<file path="config.mk">
export PLATFORM = sky130hd
export DESIGN_NAME = keypad_scan_debounce_edge_ascii
export DESIGN_NICKNAME = d
export VERILOG_FILES = /design/src/hw/rtl/kpsc_pkg.sv /design/src/hw/rtl/kpsc_prio_enc.sv /design/src/hw/rtl/kpsc_scan_ctrl.sv /design/src/hw/rtl/keypad_scan_debounce_edge_ascii.sv
export SDC_FILE = /design/constraint.sdc
export NUM_CORES = 1
export LEC_CHECK = 0
export BUFFER_PORTS_ARGS = -buffer_cell sky130_fd_sc_hd__buf_2
export CAP_MARGIN = 10
export CORE_ASPECT_RATIO = 1.5
export CORE_UTILIZATION = 51
export DETAILED_ROUTE_END_ITERATION = 16
export HOLD_SLACK_MARGIN = 0.12
export PLACE_DENSITY_LB_ADDON = 0.25
export RECOVER_POWER = 25
export SYNTH_ARGS = -nofsm -noshare
export SYNTH_HDL_FRONTEND = slang
export SYNTH_SLANG_ARGS = --single-unit
</file>
<file path="constraint.sdc">
create_clock -name clk -period 2.81 [get_ports clk]
set_input_delay 0.281 -clock clk [delete_from_list [all_inputs] [get_ports clk]]
set_output_delay 0.281 -clock clk [all_outputs]
set_load 0.005 [all_outputs]
</file>
<file path="src/hw/rtl/kpsc_pkg.sv">
// Shared types, constants and key map for the keypad scanner.
`default_nettype none
package kpsc_pkg;

	localparam int ROWS       = 4;
	localparam int COLS       = 4;
	localparam int KEYS       = ROWS * COLS;
	localparam int SETTLE_W   = 4;
	localparam int DEBOUNCE_W = 20;
	localparam int ASCII_W    = 7;
	localparam int ROW_W      = $clog2(ROWS);
	localparam int KEY_W      = $clog2(KEYS);
	localparam int CFG_DATA_W = DEBOUNCE_W;

	localparam logic [SETTLE_W-1:0]   SETTLE_RESET   = SETTLE_W'(2);
	localparam logic [DEBOUNCE_W-1:0] DEBOUNCE_RESET = DEBOUNCE_W'(80000);

	localparam logic CFG_SETTLE   = 1'b0;
	localparam logic CFG_DEBOUNCE = 1'b1;

	typedef enum logic [1:0] {
		PH_FIRST  = 2'd0,
		PH_WAIT   = 2'd1,
		PH_SECOND = 2'd2
	} phase_t;

	typedef struct packed {
		logic [ROWS-1:0]    row_drive;
		logic               key_valid;
		logic [ASCII_W-1:0] key_ascii;
	} res_t;

	function automatic logic [ASCII_W-1:0] key_char(input logic [KEY_W-1:0] idx);
		logic [ASCII_W-1:0] c;
		case (idx)
			4'd0:    c = ASCII_W'("*");
			4'd1:    c = ASCII_W'("0");
			4'd2:    c = ASCII_W'("#");
			4'd3:    c = ASCII_W'("D");
			4'd4:    c = ASCII_W'("7");
			4'd5:    c = ASCII_W'("8");
			4'd6:    c = ASCII_W'("9");
			4'd7:    c = ASCII_W'("C");
			4'd8:    c = ASCII_W'("4");
			4'd9:    c = ASCII_W'("5");
			4'd10:   c = ASCII_W'("6");
			4'd11:   c = ASCII_W'("B");
			4'd12:   c = ASCII_W'("1");
			4'd13:   c = ASCII_W'("2");
			4'd14:   c = ASCII_W'("3");
			default: c = ASCII_W'("A");
		endcase
		return c;
	endfunction

endpackage
`default_nettype wire

</file>
<file path="src/hw/rtl/kpsc_prio_enc.sv">
// Lowest-set-bit priority encoder mapping a fresh key word to ASCII.
`default_nettype none
module kpsc_prio_enc (
	input  wire logic [kpsc_pkg::KEYS-1:0]    fresh,
	output      logic                         hit,
	output      logic [kpsc_pkg::ASCII_W-1:0] ascii
);
	import kpsc_pkg::*;

	logic [KEY_W-1:0] idx;

	always_comb begin
		idx = '0;
		for (int b = KEYS - 1; b >= 0; b--) begin
			if (fresh[b]) begin
				idx = KEY_W'(b);
			end
		end
		hit   = |fresh;
		ascii = hit ? key_char(idx) : '0;
	end

endmodule
`default_nettype wire

</file>
<file path="src/hw/rtl/kpsc_scan_ctrl.sv">
// Row sequencer, settle/debounce counters and snapshot registers.
`default_nettype none
module kpsc_scan_ctrl (
	input  wire logic                            clk,
	input  wire logic                            arst_n,
	input  wire logic                            step,
	input  wire logic [kpsc_pkg::COLS-1:0]       cols,
	input  wire logic [kpsc_pkg::SETTLE_W-1:0]   settle_ticks,
	input  wire logic [kpsc_pkg::DEBOUNCE_W-1:0] debounce_ticks,
	output      kpsc_pkg::res_t                  res
);
	import kpsc_pkg::*;

	phase_t              phase_q, phase_d;
	logic [ROW_W-1:0]    row_q, row_d;
	logic [SETTLE_W-1:0] settle_q, settle_d;
	logic [DEBOUNCE_W-1:0] wait_q, wait_d;
	logic [KEYS-1:0]     build_q, build_d;
	logic [KEYS-1:0]     first_q, first_d;
	logic [KEYS-1:0]     prev_q, prev_d;

	logic [KEYS-1:0]     build_new;
	logic [KEYS-1:0]     deb;
	logic [KEYS-1:0]     fresh;
	logic                hit;
	logic [ASCII_W-1:0]  ascii;

	kpsc_prio_enc u_enc (
		.fresh (fresh),
		.hit   (hit),
		.ascii (ascii)
	);

	// row r lands in nibble (ROWS-1-r)
	always_comb begin
		build_new = build_q;
		for (int r = 0; r < ROWS; r++) begin
			if (row_q == ROW_W'(r)) begin
				build_new[(ROWS-1-r)*COLS +: COLS] = cols;
			end
		end
		deb   = first_q & build_new;
		fresh = deb & ~prev_q;
	end

	always_ff @(posedge clk or negedge arst_n) begin
		if (!arst_n) begin
			phase_q  <= PH_FIRST;
			row_q    <= '0;
			settle_q <= '0;
			wait_q   <= '0;
			build_q  <= '0;
			first_q  <= '0;
			prev_q   <= '0;
		end else if (step) begin
			phase_q  <= phase_d;
			row_q    <= row_d;
			settle_q <= settle_d;
			wait_q   <= wait_d;
			build_q  <= build_d;
			first_q  <= first_d;
			prev_q   <= prev_d;
		end
	end

	always_comb begin
		phase_d       = phase_q;
		row_d         = row_q;
		settle_d      = settle_q;
		wait_d        = wait_q;
		build_d       = build_q;
		first_d       = first_q;
		prev_d        = prev_q;
		res.row_drive = '0;
		res.key_valid = 1'b0;
		res.key_ascii = '0;
		unique case (phase_q)
			PH_WAIT: begin
				if (wait_q >= debounce_ticks) begin
					wait_d   = '0;
					phase_d  = PH_SECOND;
					row_d    = '0;
					settle_d = '0;
					build_d  = '0;
				end else begin
					wait_d = wait_q + DEBOUNCE_W'(1);
				end
			end
			default: begin
				res.row_drive = ROWS'(1) << row_q;
				if (settle_q >= settle_ticks) begin
					settle_d = '0;
					build_d  = build_new;
					row_d    = row_q + ROW_W'(1);
					if (row_q == ROW_W'(ROWS - 1)) begin
						build_d = '0;
						if (phase_q == PH_SECOND) begin
							prev_d        = deb;
							res.key_valid = hit;
							res.key_ascii = ascii;
							phase_d       = PH_FIRST;
						end else begin
							first_d = build_new;
							phase_d = PH_WAIT;
							wait_d  = '0;
						end
					end
				end else begin
					settle_d = settle_q + SETTLE_W'(1);
				end
			end
		endcase
	end

endmodule
`default_nettype wire

</file>
<file path="src/hw/rtl/keypad_scan_debounce_edge_ascii.sv">
// Top level: config registers, input register, scan control and result register.
// Each request is held in the input register, then stepped through scan control into the result register.
// Throughput: one request per cycle while out_ready does not stall the result; the scan
// state updates once per request through the row sequencer and counters.
// Reset: arst_n clears all control and snapshot state, loads settle 2 and
// debounce 80000; no clearing pass.
`default_nettype none
module keypad_scan_debounce_edge_ascii (
	input  wire logic                            clk,
	input  wire logic                            arst_n,
	input  wire logic                            in_valid,
	output      logic                            in_ready,
	input  wire logic [kpsc_pkg::COLS-1:0]       column_sense,
	output      logic                            out_valid,
	input  wire logic                            out_ready,
	output      logic [kpsc_pkg::ROWS-1:0]       row_drive,
	output      logic                            key_valid,
	output      logic [kpsc_pkg::ASCII_W-1:0]    key_ascii,
	input  wire logic                            cfg_valid,
	output      logic                            cfg_ready,
	input  wire logic                            cfg_index,
	input  wire logic [kpsc_pkg::CFG_DATA_W-1:0] cfg_data
);
	import kpsc_pkg::*;

	logic [SETTLE_W-1:0]   settle_q;
	logic [DEBOUNCE_W-1:0] debounce_q;
	logic                  valid_s1;
	logic [COLS-1:0]       cols_s1;
	logic                  out_valid_q;
	res_t                  res;
	res_t                  res_q;
	logic                  step;

	assign cfg_ready = 1'b1;

	always_ff @(posedge clk or negedge arst_n) begin
		if (!arst_n) begin
			settle_q   <= SETTLE_RESET;
			debounce_q <= DEBOUNCE_RESET;
		end else if (cfg_valid && cfg_ready) begin
			unique case (cfg_index)
				CFG_SETTLE:   settle_q   <= cfg_data[SETTLE_W-1:0];
				CFG_DEBOUNCE: debounce_q <= cfg_data[DEBOUNCE_W-1:0];
				default:      ;
			endcase
		end
	end

	assign step     = valid_s1 && (!out_valid_q || out_ready);
	assign in_ready = !valid_s1 || step;

	always_ff @(posedge clk or negedge arst_n) begin
		if (!arst_n) begin
			valid_s1 <= 1'b0;
		end else if (in_ready) begin
			valid_s1 <= in_valid;
		end
	end

	always_ff @(posedge clk) begin
		if (in_valid && in_ready) begin
			cols_s1 <= column_sense;
		end
	end

	kpsc_scan_ctrl u_ctrl (
		.clk            (clk),
		.arst_n         (arst_n),
		.step           (step),
		.cols           (cols_s1),
		.settle_ticks   (settle_q),
		.debounce_ticks (debounce_q),
		.res            (res)
	);

	always_ff @(posedge clk or negedge arst_n) begin
		if (!arst_n) begin
			out_valid_q <= 1'b0;
		end else if (step) begin
			out_valid_q <= 1'b1;
		end else if (out_ready) begin
			out_valid_q <= 1'b0;
		end
	end

	always_ff @(posedge clk) begin
		if (step) begin
			res_q <= res;
		end
	end

	assign out_valid = out_valid_q;
	assign row_drive = res_q.row_drive;
	assign key_valid = res_q.key_valid;
	assign key_ascii = res_q.key_ascii;

endmodule
`default_nettype wire

</file>
==> results of run 1 <==
path summary, 6_finish.rpt:
check                                  start                end  slack [ns]  depth (start not counted)
min in group asynchronous             arst_n      debounce_q[5]        0.65                          2
max in group asynchronous             arst_n     debounce_q[13]        1.23                          3
min                              cfg_data[0]        settle_q[0]        0.14                          2
max                          u_ctrl.row_q[1]       key_ascii[1]       -0.05                         10
min reg2reg                u_ctrl.prev_q[12]  u_ctrl.prev_q[12]        0.48                          2
max reg2reg                  u_ctrl.row_q[1]       key_ascii[1]       -0.05                         10
cell usage after synthesis, drive strengths merged (2+ instances only):
cell     instances
dfrtp           96
nand2           56
mux2            46
o21ai           41
inv             38
ha              34
nor2            33
edfxtp          16
nand2b          16
a22o            13
nand3           13
nor3            13
clkbuf          12
xor2            11
a21oi           10
nor2b           10
and2             8
nand4            7
a21o             6
and3             6
dfstp            6
nand3b           6
xnor2            6
and4             5
buf              5
mux2i            5
a211oi           4
a2bb2oi          4
a22oi            3
a32oi            3
nor3b            3
o2bb2ai          3
o311ai           3
o31ai            3
a211o            2
a31o             2
nor4             2
o211a            2
o211ai           2
o21a             2
o22ai            2
or2              2
sequential cells by signal, indices dropped and copies added, names as in the netlist, 2 cells and up:
| signal | flops |
|---|---|
| u_ctrl.wait_q | 20 |
| settle_q | 4 |
| u_ctrl.settle_q | 4 |
| u_ctrl.first_q | 16 |
| u_ctrl.phase_q | 2 |
| debounce_q | 20 |
| u_ctrl.build_q | 16 |
| key_ascii | 7 |
| u_ctrl.row_q | 2 |
| row_drive | 4 |
| u_ctrl.prev_q | 16 |
| cols_s1 | 4 |
worst max-delay path: stages (launching register included):
cell	delay, ns
dfrtp_1	0.40
buf_6	0.14
ha_4	0.18
mux2_4	0.33
a22oi_2	0.22
nor3b_4	0.26
nor4_4	0.08
a22oi_4	0.30
ha_4	0.26
mux4_2	0.44
nor2_1	0.11
cell usage in the layout, fill, tap and decap left out, types with 4 or more instances in the layout:
cell	instances
o21ai_0	36
clkbuf_1	5
xor2_1	11
xnor2_1	6
edfxtp_1	16
buf_2	41
ha_1	28
dfstp_2	6
a21o_1	6
mux2_2	41
dlygate4sd3_1	25
nand2_1	54
ha_4	5
nor2_1	30
dfrtp_1	95
clkbuf_16	17
nand2b_1	15
buf_4	46
nor2b_1	9
inv_1	34
nand3b_1	5
inv_2	4
nand4_1	7
nor3_1	11
and2_1	6
a22o_1	13
o21ai_1	4
and4_1	4
mux2_4	5
a21oi_1	9
and3_1	6
nand3_1	13
cells by family after synthesis:
group	Yosys count
compound gates	108
xor+xnor	17
fa+ha+maj	34
buf+inv	55
flops	118
mux	52
other cells	1
simple gates	184
timing repair:
action,4_1_cts,5_1_grt
gates resized for setup,8,29
hold buffers,25,0
setup endpoints to repair,7,26
pin swaps,2,13
buffers inserted,2,6
hold endpoints to repair,71,0
power by group through the flow:
stage / Clock, mW / Sequential [mW] / Combinational (mW)
after floorplan: 0 / 2.27 / 1.59
after global placement: 0 / 2.30 / 2.26
after detailed placement: 0 / 2.32 / 2.35
after CTS: 2.15 / 2.30 / 2.48
after global routing: 2.22 / 2.34 / 3.03
final: 2.11 / 2.31 / 2.77
final cells by class:
cell class | count | area share [%]
inverter | 38 | 1.81
timing repair buffer | 117 | 10.8
multi-input combinational | 396 | 39.1
tap | 150 | 2.38
clock inverter | 8 | 1.24
sequential | 118 | 38.6
clock buffer | 24 | 6.11
routing by layer:
| layer | track usage [%] | vias up | part of all wire (%) |
|---|---|---|---|
| li1 | - | 2258 | - |
| met1 | 23.7 | 2278 | 39 |
| met2 | 44.5 | 92 | 56 |
| met3 | 5.94 | 30 | 2.8 |
| met4 | 12.2 | 0 | 3.0 |
| met5 | 0 | - | 0 |
per-stage QoR:
step	instance area, um^2	util, %	power (mW)	setup WS [ns]	hold WS [ns]
floorplan	6200	-	3.87	0.0254	-0.0146
global placement	6840	58.7	4.56	-0.0823	0.330
detailed placement	6840	58.7	4.67	-0.201	0.328
CTS	7720	66.2	6.92	-0.0182	0.128
global route	7890	67.7	7.59	-0.142	0.125
finish	7890	67.7	7.18	-0.0456	0.140
==> results.json, run 1 <==
{
  "multi_input_area_um2": 3090,
  "syn_area_per_cell_um2": 10.8,
  "clkPwrFrac_pct": 29.4,
  "first_iter_violations": 271,
  "antenna_found_initial": 0,
  "critPathMaxFanout": 6,
  "netlist_area_um2": 6170,
  "synth_area_leader_cell": "dfrtp_1",
  "grt_use_total_pct": 23.6,
  "synth_top_family_by_area": "simple AND/OR/NAND/NOR gates",
  "hold_violations": 0,
  "synth_fa_ha_area_share_pct": 6.90,
  "yosysWarnings": 0,
  "power.net_switching_mw": 2.34,
  "grt_max_degree": 57,
  "drt_first_pass_iters": 4,
  "p_leak_nw": 3.66,
  "grt_pass1_vias": 4800,
  "clkTransAtPathRegs_ns": 0.05,
  "power_per_cell_area_nw_per_um2": 911,
  "seq_area_um2": 3040,
  "start_util_pct": 52.9,
  "num_vias": 4658,
  "yosysUniqueCellTypes": 67,
  "synth-xor-area-share_pct": 2.41,
  "routed_wl_mm": 13.6,
  "critPathCaptureType": "flop",
  "overflow": 0,
  "synth_edf_count": 16,
  "worst_pin_slew_ns": 1.19,
  "area_growth_pct": 27.9,
  "fin_tns_setup_ns": -0.0456,
  "io_buffer_count": 43,
  "cts_sinks": 118,
  "routabilityCongestion": 0.883,
  "period_needed_ns": 2.86,
  "post-dp-hpwl_mm": 9.70,
  "synth_compound_area_share_pct": 12.2,
  "grt_pass1_wl_mm": 22.5,
  "skew_ns": 0.00643,
  "seq_area_frac_synth_pct": 49.3,
  "syn_inst": 569,
  "nFillCells": 866,
  "insertion_delay_ns": 0.41,
  "synth_top_area_share_pct": 39.0,
  "max_freq_ghz": 0.350,
  "synth-simple-area-share_pct": 15.7,
  "ys_ff_latch": 118,
  "synthFlopType": "dfrtp_1",
  "drtAntennaViolNets": 0,
  "fin_nets": 752,
  "viasPerCell": 5.47,
  "synthMuxAreaShare_pct": 9.64,
  "num_antenna_cells": 0,
  "path_class": "reg -> reg",
  "htreeDepth": 4,
  "p_sw_share_pct": 32.5,
  "die_w_um": 91.8,
  "drc": 0,
  "internal_power_mw": 4.85,
  "setup_ws_ns": -0.0456,
  "die_height_um": 137,
  "grt_setup_unrepaired": "true",
  "row_count": 48,
  "cp.arrival_ns": 3.13,
  "die-area_um2": 12500,
  "report.final.slew_viol_count": 0,
  "critPathLaunchType": "flop",
  "setup_viol": 1,
  "ir_drop_mv": 0.516,
  "hold_path_class": "in -> reg",
  "cts_root_buf": "clkbuf_16",
  "fin_crit_sh_pct": 102,
  "cap_viol_max_count": 0,
  "synth_area_leaders": "dfrtp_1, mux2_2, edfxtp_1",
  "async_reset_ff_share_pct": 86.4,
  "ios": 45,
  "core-area_um2": 11700,
  "worstPathRequired_ns": 3.08,
  "drive_above_1_share_pct": 30.4,
  "clk_path_buf_depth": 2,
  "syn_nets": 633,
  "cts_made_buffers": 17,
  "slew_headroom_pct": 20.8,
  "avgRoutedWirePerCell_um": 16.0,
  "stdcell_count": 851,
  "status": "finished, violations left",
  "pwr-share-seq_pct": 32.1,
  "combPwrFrac_pct": 38.5,
  "placed_cells": 786,
  "violations": "setup timing",
  "cts_tree": "built"
}
Power figures use the tool's default switching activity.
==> run 2: changes to the inputs <==
Settings changed: CORE_UTILIZATION 51 to 43.
==> results.json, run 2 (synthesis gave the netlist of run 1 again) <==
{
  "insertion_delay_ns": 0.41,
  "r2r_slack_ns": -0.07,
  "fin_crit_sh_pct": 103,
  "drtAntennaViolNets": 0,
  "grt_pass1_wl_mm": 23.3,
  "placed_area_um2": 6900,
  "stdcell_count": 899,
  "timing.rr.end": "key_ascii[1]",
  "row_count": 53,
  "die_height_um": 149,
  "hold_depth": 2,
  "die-area_um2": 14800,
  "mostFrequentLayoutCells": "dfrtp_1, nand2_1, buf_4",
  "antenna_found_initial": 0,
  "ir_drop_mv": 0.355,
  "worst_r2r_path_depth": 11,
  "p_sw_share_pct": 33.6,
  "slew_headroom_pct": -7.54,
  "cts_made_buffers": 17,
  "avgRoutedWirePerCell_um": 15.5,
  "cts_tree": "built",
  "cts_root_buf": "clkbuf_16",
  "first_iter_violations": 139,
  "drive_above_1_share_pct": 31.0,
  "critPathMaxFanout": 4,
  "report.final.slew_viol_count": 66,
  "grt_pass1_vias": 4946,
  "power.net_switching_mw": 2.40,
  "internal_power_mw": 4.74,
  "clkTransAtPathRegs_ns": 0.05,
  "cts_sinks": 118,
  "drc": 0,
  "drt_first_pass_iters": 4,
  "p_total_mw": 7.13,
  "grt_use_total_pct": 20.5,
  "top_regs": "debounce_q x20, u_ctrl.wait_q x20",
  "start_util_pct": 44.1,
  "stdcell_area_um2": 7940,
  "pwr-share-seq_pct": 32.6,
  "setup_viol": 3,
  "ios": 45,
  "placed_cells": 831,
  "routed_wl_mm": 13.9,
  "critPathLaunchType": "flop",
  "setup_ws_ns": -0.0745,
  "num_antenna_cells": 0,
  "path_class": "reg -> reg",
  "violations": "capacitance limit, slew limit, setup timing",
  "cap_viol_max_count": 1,
  "area_growth_pct": 28.7,
  "fin_tns_setup_ns": -0.134,
  "power_per_cell_area_nw_per_um2": 899,
  "worstPathRequired_ns": 3.07,
  "layout_commonest_cell": "dfrtp_1",
  "skew_ns": 0.00883,
  "worstReg2RegStart": "u_ctrl.row_q[0]",
  "viasPerCell": 5.19,
  "critPathCaptureType": "flop",
  "clkPwrFrac_pct": 27.4,
  "core-area_um2": 14000,
  "hp-start": "cfg_data[0]",
  "routabilityCongestion": 0.857,
  "status": "finished, violations left",
  "die_w_um": 99.8,
  "hold_end": "debounce_q[0]",
  "num_vias": 4669,
  "combPwrFrac_pct": 40.0,
  "hold_violations": 0,
  "worst_pin_slew_ns": 1.61,
  "io_buffer_count": 43,
  "hold_path_class": "in -> reg",
  "grt_setup_unrepaired": "true",
  "cp.arrival_ns": 3.15,
  "p_leak_nw": 3.65,
  "overflow": 0,
  "max_freq_ghz": 0.347,
  "post-dp-hpwl_mm": 10.1,
  "period_needed_ns": 2.88,
  "grt_max_degree": 66,
  "clk_path_buf_depth": 2,
  "fin_nets": 758,
  "htreeDepth": 4
}
[run 2: cell types whose count changed in the layout (fill, tap and decap cells not counted), sizes merged]
cell / change
bufinv: -2
clkbuf: +6
clkinvlp: +2
[run 2: power groups by stage]
stage	combinational, mW	sequential, mW	clock (mW)
detailed placement	2.42	2.34	0
CTS	2.76	2.32	2.00
floorplan	1.59	2.27	0
global route	3.12	2.37	2.07
finish	2.85	2.33	1.95
global placement	2.31	2.32	0
[run 2: final cells by class]
cell class | count | area (um^2)
clock buffer | 24 | 492
clock inverter | 8 | 48.8
fill | 1154 | 6060
inverter | 38 | 148
multi-input combinational | 396 | 3080
sequential | 118 | 3040
tap | 192 | 240
timing repair buffer | 123 | 883
[run 2: worst max path at each step]
stage / slack (ns) / from / to / cells past startpoint
after floorplan: 0.03 / u_ctrl.row_q[0] / key_ascii[1] / 12
after global placement: -0.12 / u_ctrl.row_q[1] / key_ascii[1] / 11
after detailed placement: -0.35 / u_ctrl.row_q[1] / key_ascii[1] / 11
after CTS: -0.04 / u_ctrl.row_q[0] / key_ascii[1] / 10
after global routing: -0.17 / u_ctrl.row_q[0] / key_ascii[1] / 10
final: -0.07 / u_ctrl.row_q[0] / key_ascii[1] / 11
[run 2: metrics by stage]
step	util [%]	setup WS (ns)	hold WS, ns
floorplan	-	0.0254	-0.0146
global placement	49.3	-0.116	0.426
detailed placement	49.3	-0.350	0.436
CTS	56.2	-0.0443	0.123
global route	56.7	-0.169	0.146
finish	56.7	-0.0745	0.135
[run 2: critical path, cell delays in order, from the launching register on]
cell and delay, ns:
dfrtp_2 0.43, buf_6 0.13, ha_4 0.17, buf_4 0.15
mux2_4 0.33, a32oi_4 0.27, and4b_2 0.31, nor2_4 0.06
inv_2 0.09, ha_4 0.20, mux4_2 0.49, nor2_2 0.11
[run 2: per-layer routing]
metal / wire length (um) / part of all wire (%) / track usage, %
met1: 5530 / 40 / 21.6
met2: 7410 / 53 / 38.2
met3: 435 / 3.1 / 3.90
met4: 554 / 4.0 / 10.4
met5: 0 / 0 / 0
[run 2: timing repair]
item                                    in CTS  in global routing
hold endpoints to repair                    84                  0
pin swaps                                    9                  5
hold buffers                                25                  0
buffers inserted                             8                  3
endpoints found under the setup margin       4                 33
gates resized for setup                     24                 15
==> run 3: changes to the inputs <==
Settings changed: CORE_ASPECT_RATIO 1.5 to 0.9.
==> results.json, run 3 (synthesis gave the netlist of run 1 again) <==
{
  "worstPathRequired_ns": 3.09,
  "overflow": 0,
  "cap_viol_max_count": 0,
  "p_leak_nw": 3.68,
  "crit_family": "multiplexers",
  "p_sw_share_pct": 34.1,
  "placed_area_um2": 6910,
  "layout_commonest_cell": "dfrtp_1",
  "worst_pin_slew_ns": 1.43,
  "nFillCells": 1166,
  "grt_setup_unrepaired": "true",
  "setup_ws_ns": -0.0681,
  "core-area_um2": 14000,
  "fin_tns_setup_ns": -0.0707,
  "insertion_delay_ns": 0.43,
  "hp-start": "out_ready",
  "critPathMaxFanout": 6,
  "worstReg2RegStart": "u_ctrl.row_q[1]",
  "period_needed_ns": 2.88,
  "cts_root_buf": "clkbuf_16",
  "drc": 0,
  "timing.hold.ws_ns": 0.156,
  "drive_above_1_share_pct": 31.7,
  "drt_first_pass_iters": 5,
  "pwr-share-seq_pct": 31.7,
  "critPathCaptureType": "flop",
  "critPathLaunchType": "flop",
  "violations": "setup timing",
  "antenna_found_initial": 0,
  "placed_cells": 832,
  "report.final.slew_viol_count": 0,
  "clk_path_buf_depth": 2,
  "die_w_um": 128,
  "internal_power_mw": 4.83,
  "hold_path_class": "in -> reg",
  "path_class": "reg -> reg",
  "grt_max_degree": 103,
  "first_iter_violations": 310,
  "htreeDepth": 4,
  "num_vias": 4702,
  "post-dp-hpwl_mm": 9.55,
  "crit_chain": "buf_4 -> ha_4 -> mux2_4 -> a22oi_2 -> nor3b_4 -> nor4_2 -> a22oi_4 -> ha_4 -> mux4_2 -> nor2_2",
  "cpMostUsedCell": "ha_4",
  "ios": 45,
  "hold_violations": 0,
  "cp.arrival_ns": 3.16,
  "drtAntennaViolNets": 0,
  "slew_headroom_pct": 4.67,
  "fin_crit_sh_pct": 102,
  "seq_area_um2": 3040,
  "stdcell_count": 897,
  "start_util_pct": 44.0,
  "setup_viol": 2,
  "p_total_mw": 7.32,
  "avgRoutedWirePerCell_um": 15.7,
  "io_buffer_count": 43,
  "cts_sinks": 118,
  "area_growth_pct": 30.0,
  "crit_slowest_cell": "mux4_2",
  "power.net_switching_mw": 2.50,
  "startpoint": "u_ctrl.row_q[1]",
  "cts_tree": "built",
  "grt_use_total_pct": 20.7,
  "routed_wl_mm": 14.1,
  "die_height_um": 116,
  "fin_nets": 755,
  "num_antenna_cells": 0,
  "grt_pass1_vias": 4776,
  "combPwrFrac_pct": 39.6,
  "row_count": 41,
  "viasPerCell": 5.24,
  "multi_input_area_um2": 3150,
  "max_stage_delay_ns": 0.46,
  "max_freq_ghz": 0.347,
  "mostFrequentLayoutCells": "dfrtp_1, nand2_1, buf_4",
  "cp.buffers_inverters": 1,
  "grt_pass1_wl_mm": 23.4,
  "top_regs": "debounce_q x20, u_ctrl.wait_q x20",
  "status": "finished, violations left",
  "clkTransAtPathRegs_ns": 0.05,
  "die-area_um2": 14800,
  "ir_drop_mv": 0.516,
  "stdcell_area_um2": 8020,
  "routabilityCongestion": 0.858,
  "skew_ns": 0.0163,
  "power_per_cell_area_nw_per_um2": 914,
  "clkPwrFrac_pct": 28.7,
  "cts_made_buffers": 17
}
==> run 3: cell types whose count changed in the layout (fill, tap and decap cells not counted), sizes merged <==
cell | previous run | this run
inv | 39 | 38
clkinv | 4 | 7
buf | 90 | 89
clkbuf | 32 | 26
dlygate4sd3 | 25 | 26
bufinv | 0 | 1
==> run 3: cell type report <==
class	instances	area share [%]
Clock buffer	21	6.01
Clock inverter	11	1.23
Multi-Input combinational cell	396	39.2
Timing Repair Buffer	120	10.8
Sequential cell	118	37.9
Tap cell	193	3.01
Inverter	38	1.78
==> run 3: what timing repair did <==
action,in CTS,in global routing
resized for setup,24,21
setup buffers,4,3
cloned,0,0
hold buffers,26,0
pin swaps,10,10
setup endpoints to repair,7,28
endpoints found under the hold margin,125,0
==> run 3: final timing paths <==
path / endpoint / slack, ns / cells after the start
worst min-delay path: out_valid / 0.16 / 3
worst max register to register: key_ascii[1] / -0.07 / 10
min in group asynchronous: u_ctrl.first_q[7] / 0.84 / 3
worst min register to register: u_ctrl.prev_q[0] / 0.48 / 2
worst max-delay path: key_ascii[1] / -0.07 / 10
max in group asynchronous: u_ctrl.row_q[0] / 0.96 / 3
==> run 3: power groups by stage <==
stage	clock network [mW]	logic, mW	registers [mW]
after CTS	2.15	2.66	2.31
final	2.10	2.90	2.32
after global routing	2.22	3.14	2.36
after global placement	0	2.30	2.31
after floorplan	0	1.59	2.27
after detailed placement	0	2.41	2.33
==> run 3: tightest hold or removal path: cells and delay by family <==
| family | cells | cell delay (ns) |
|---|---|---|
| buf+inv | 1 | 0.08 |
| simple gates | 2 | 0.18 |
==> run 3: per-stage QoR <==
stage                     util, %  setup WS, ns
after floorplan                 -        0.0254
after global placement       49.4       -0.0873
after detailed placement     49.4        -0.202
after CTS                    56.4      -0.00466
after global routing         57.2        -0.187
final                        57.2       -0.0681
==> run 3: per-layer routing <==
metal	global-route usage, %	vias up	wire, um
met2	32.5	103	6440
met4	9.10	0	253
met5	0	-	0
met3	5.26	21	474
li1	-	2274	-
met1	27.2	2304	6900
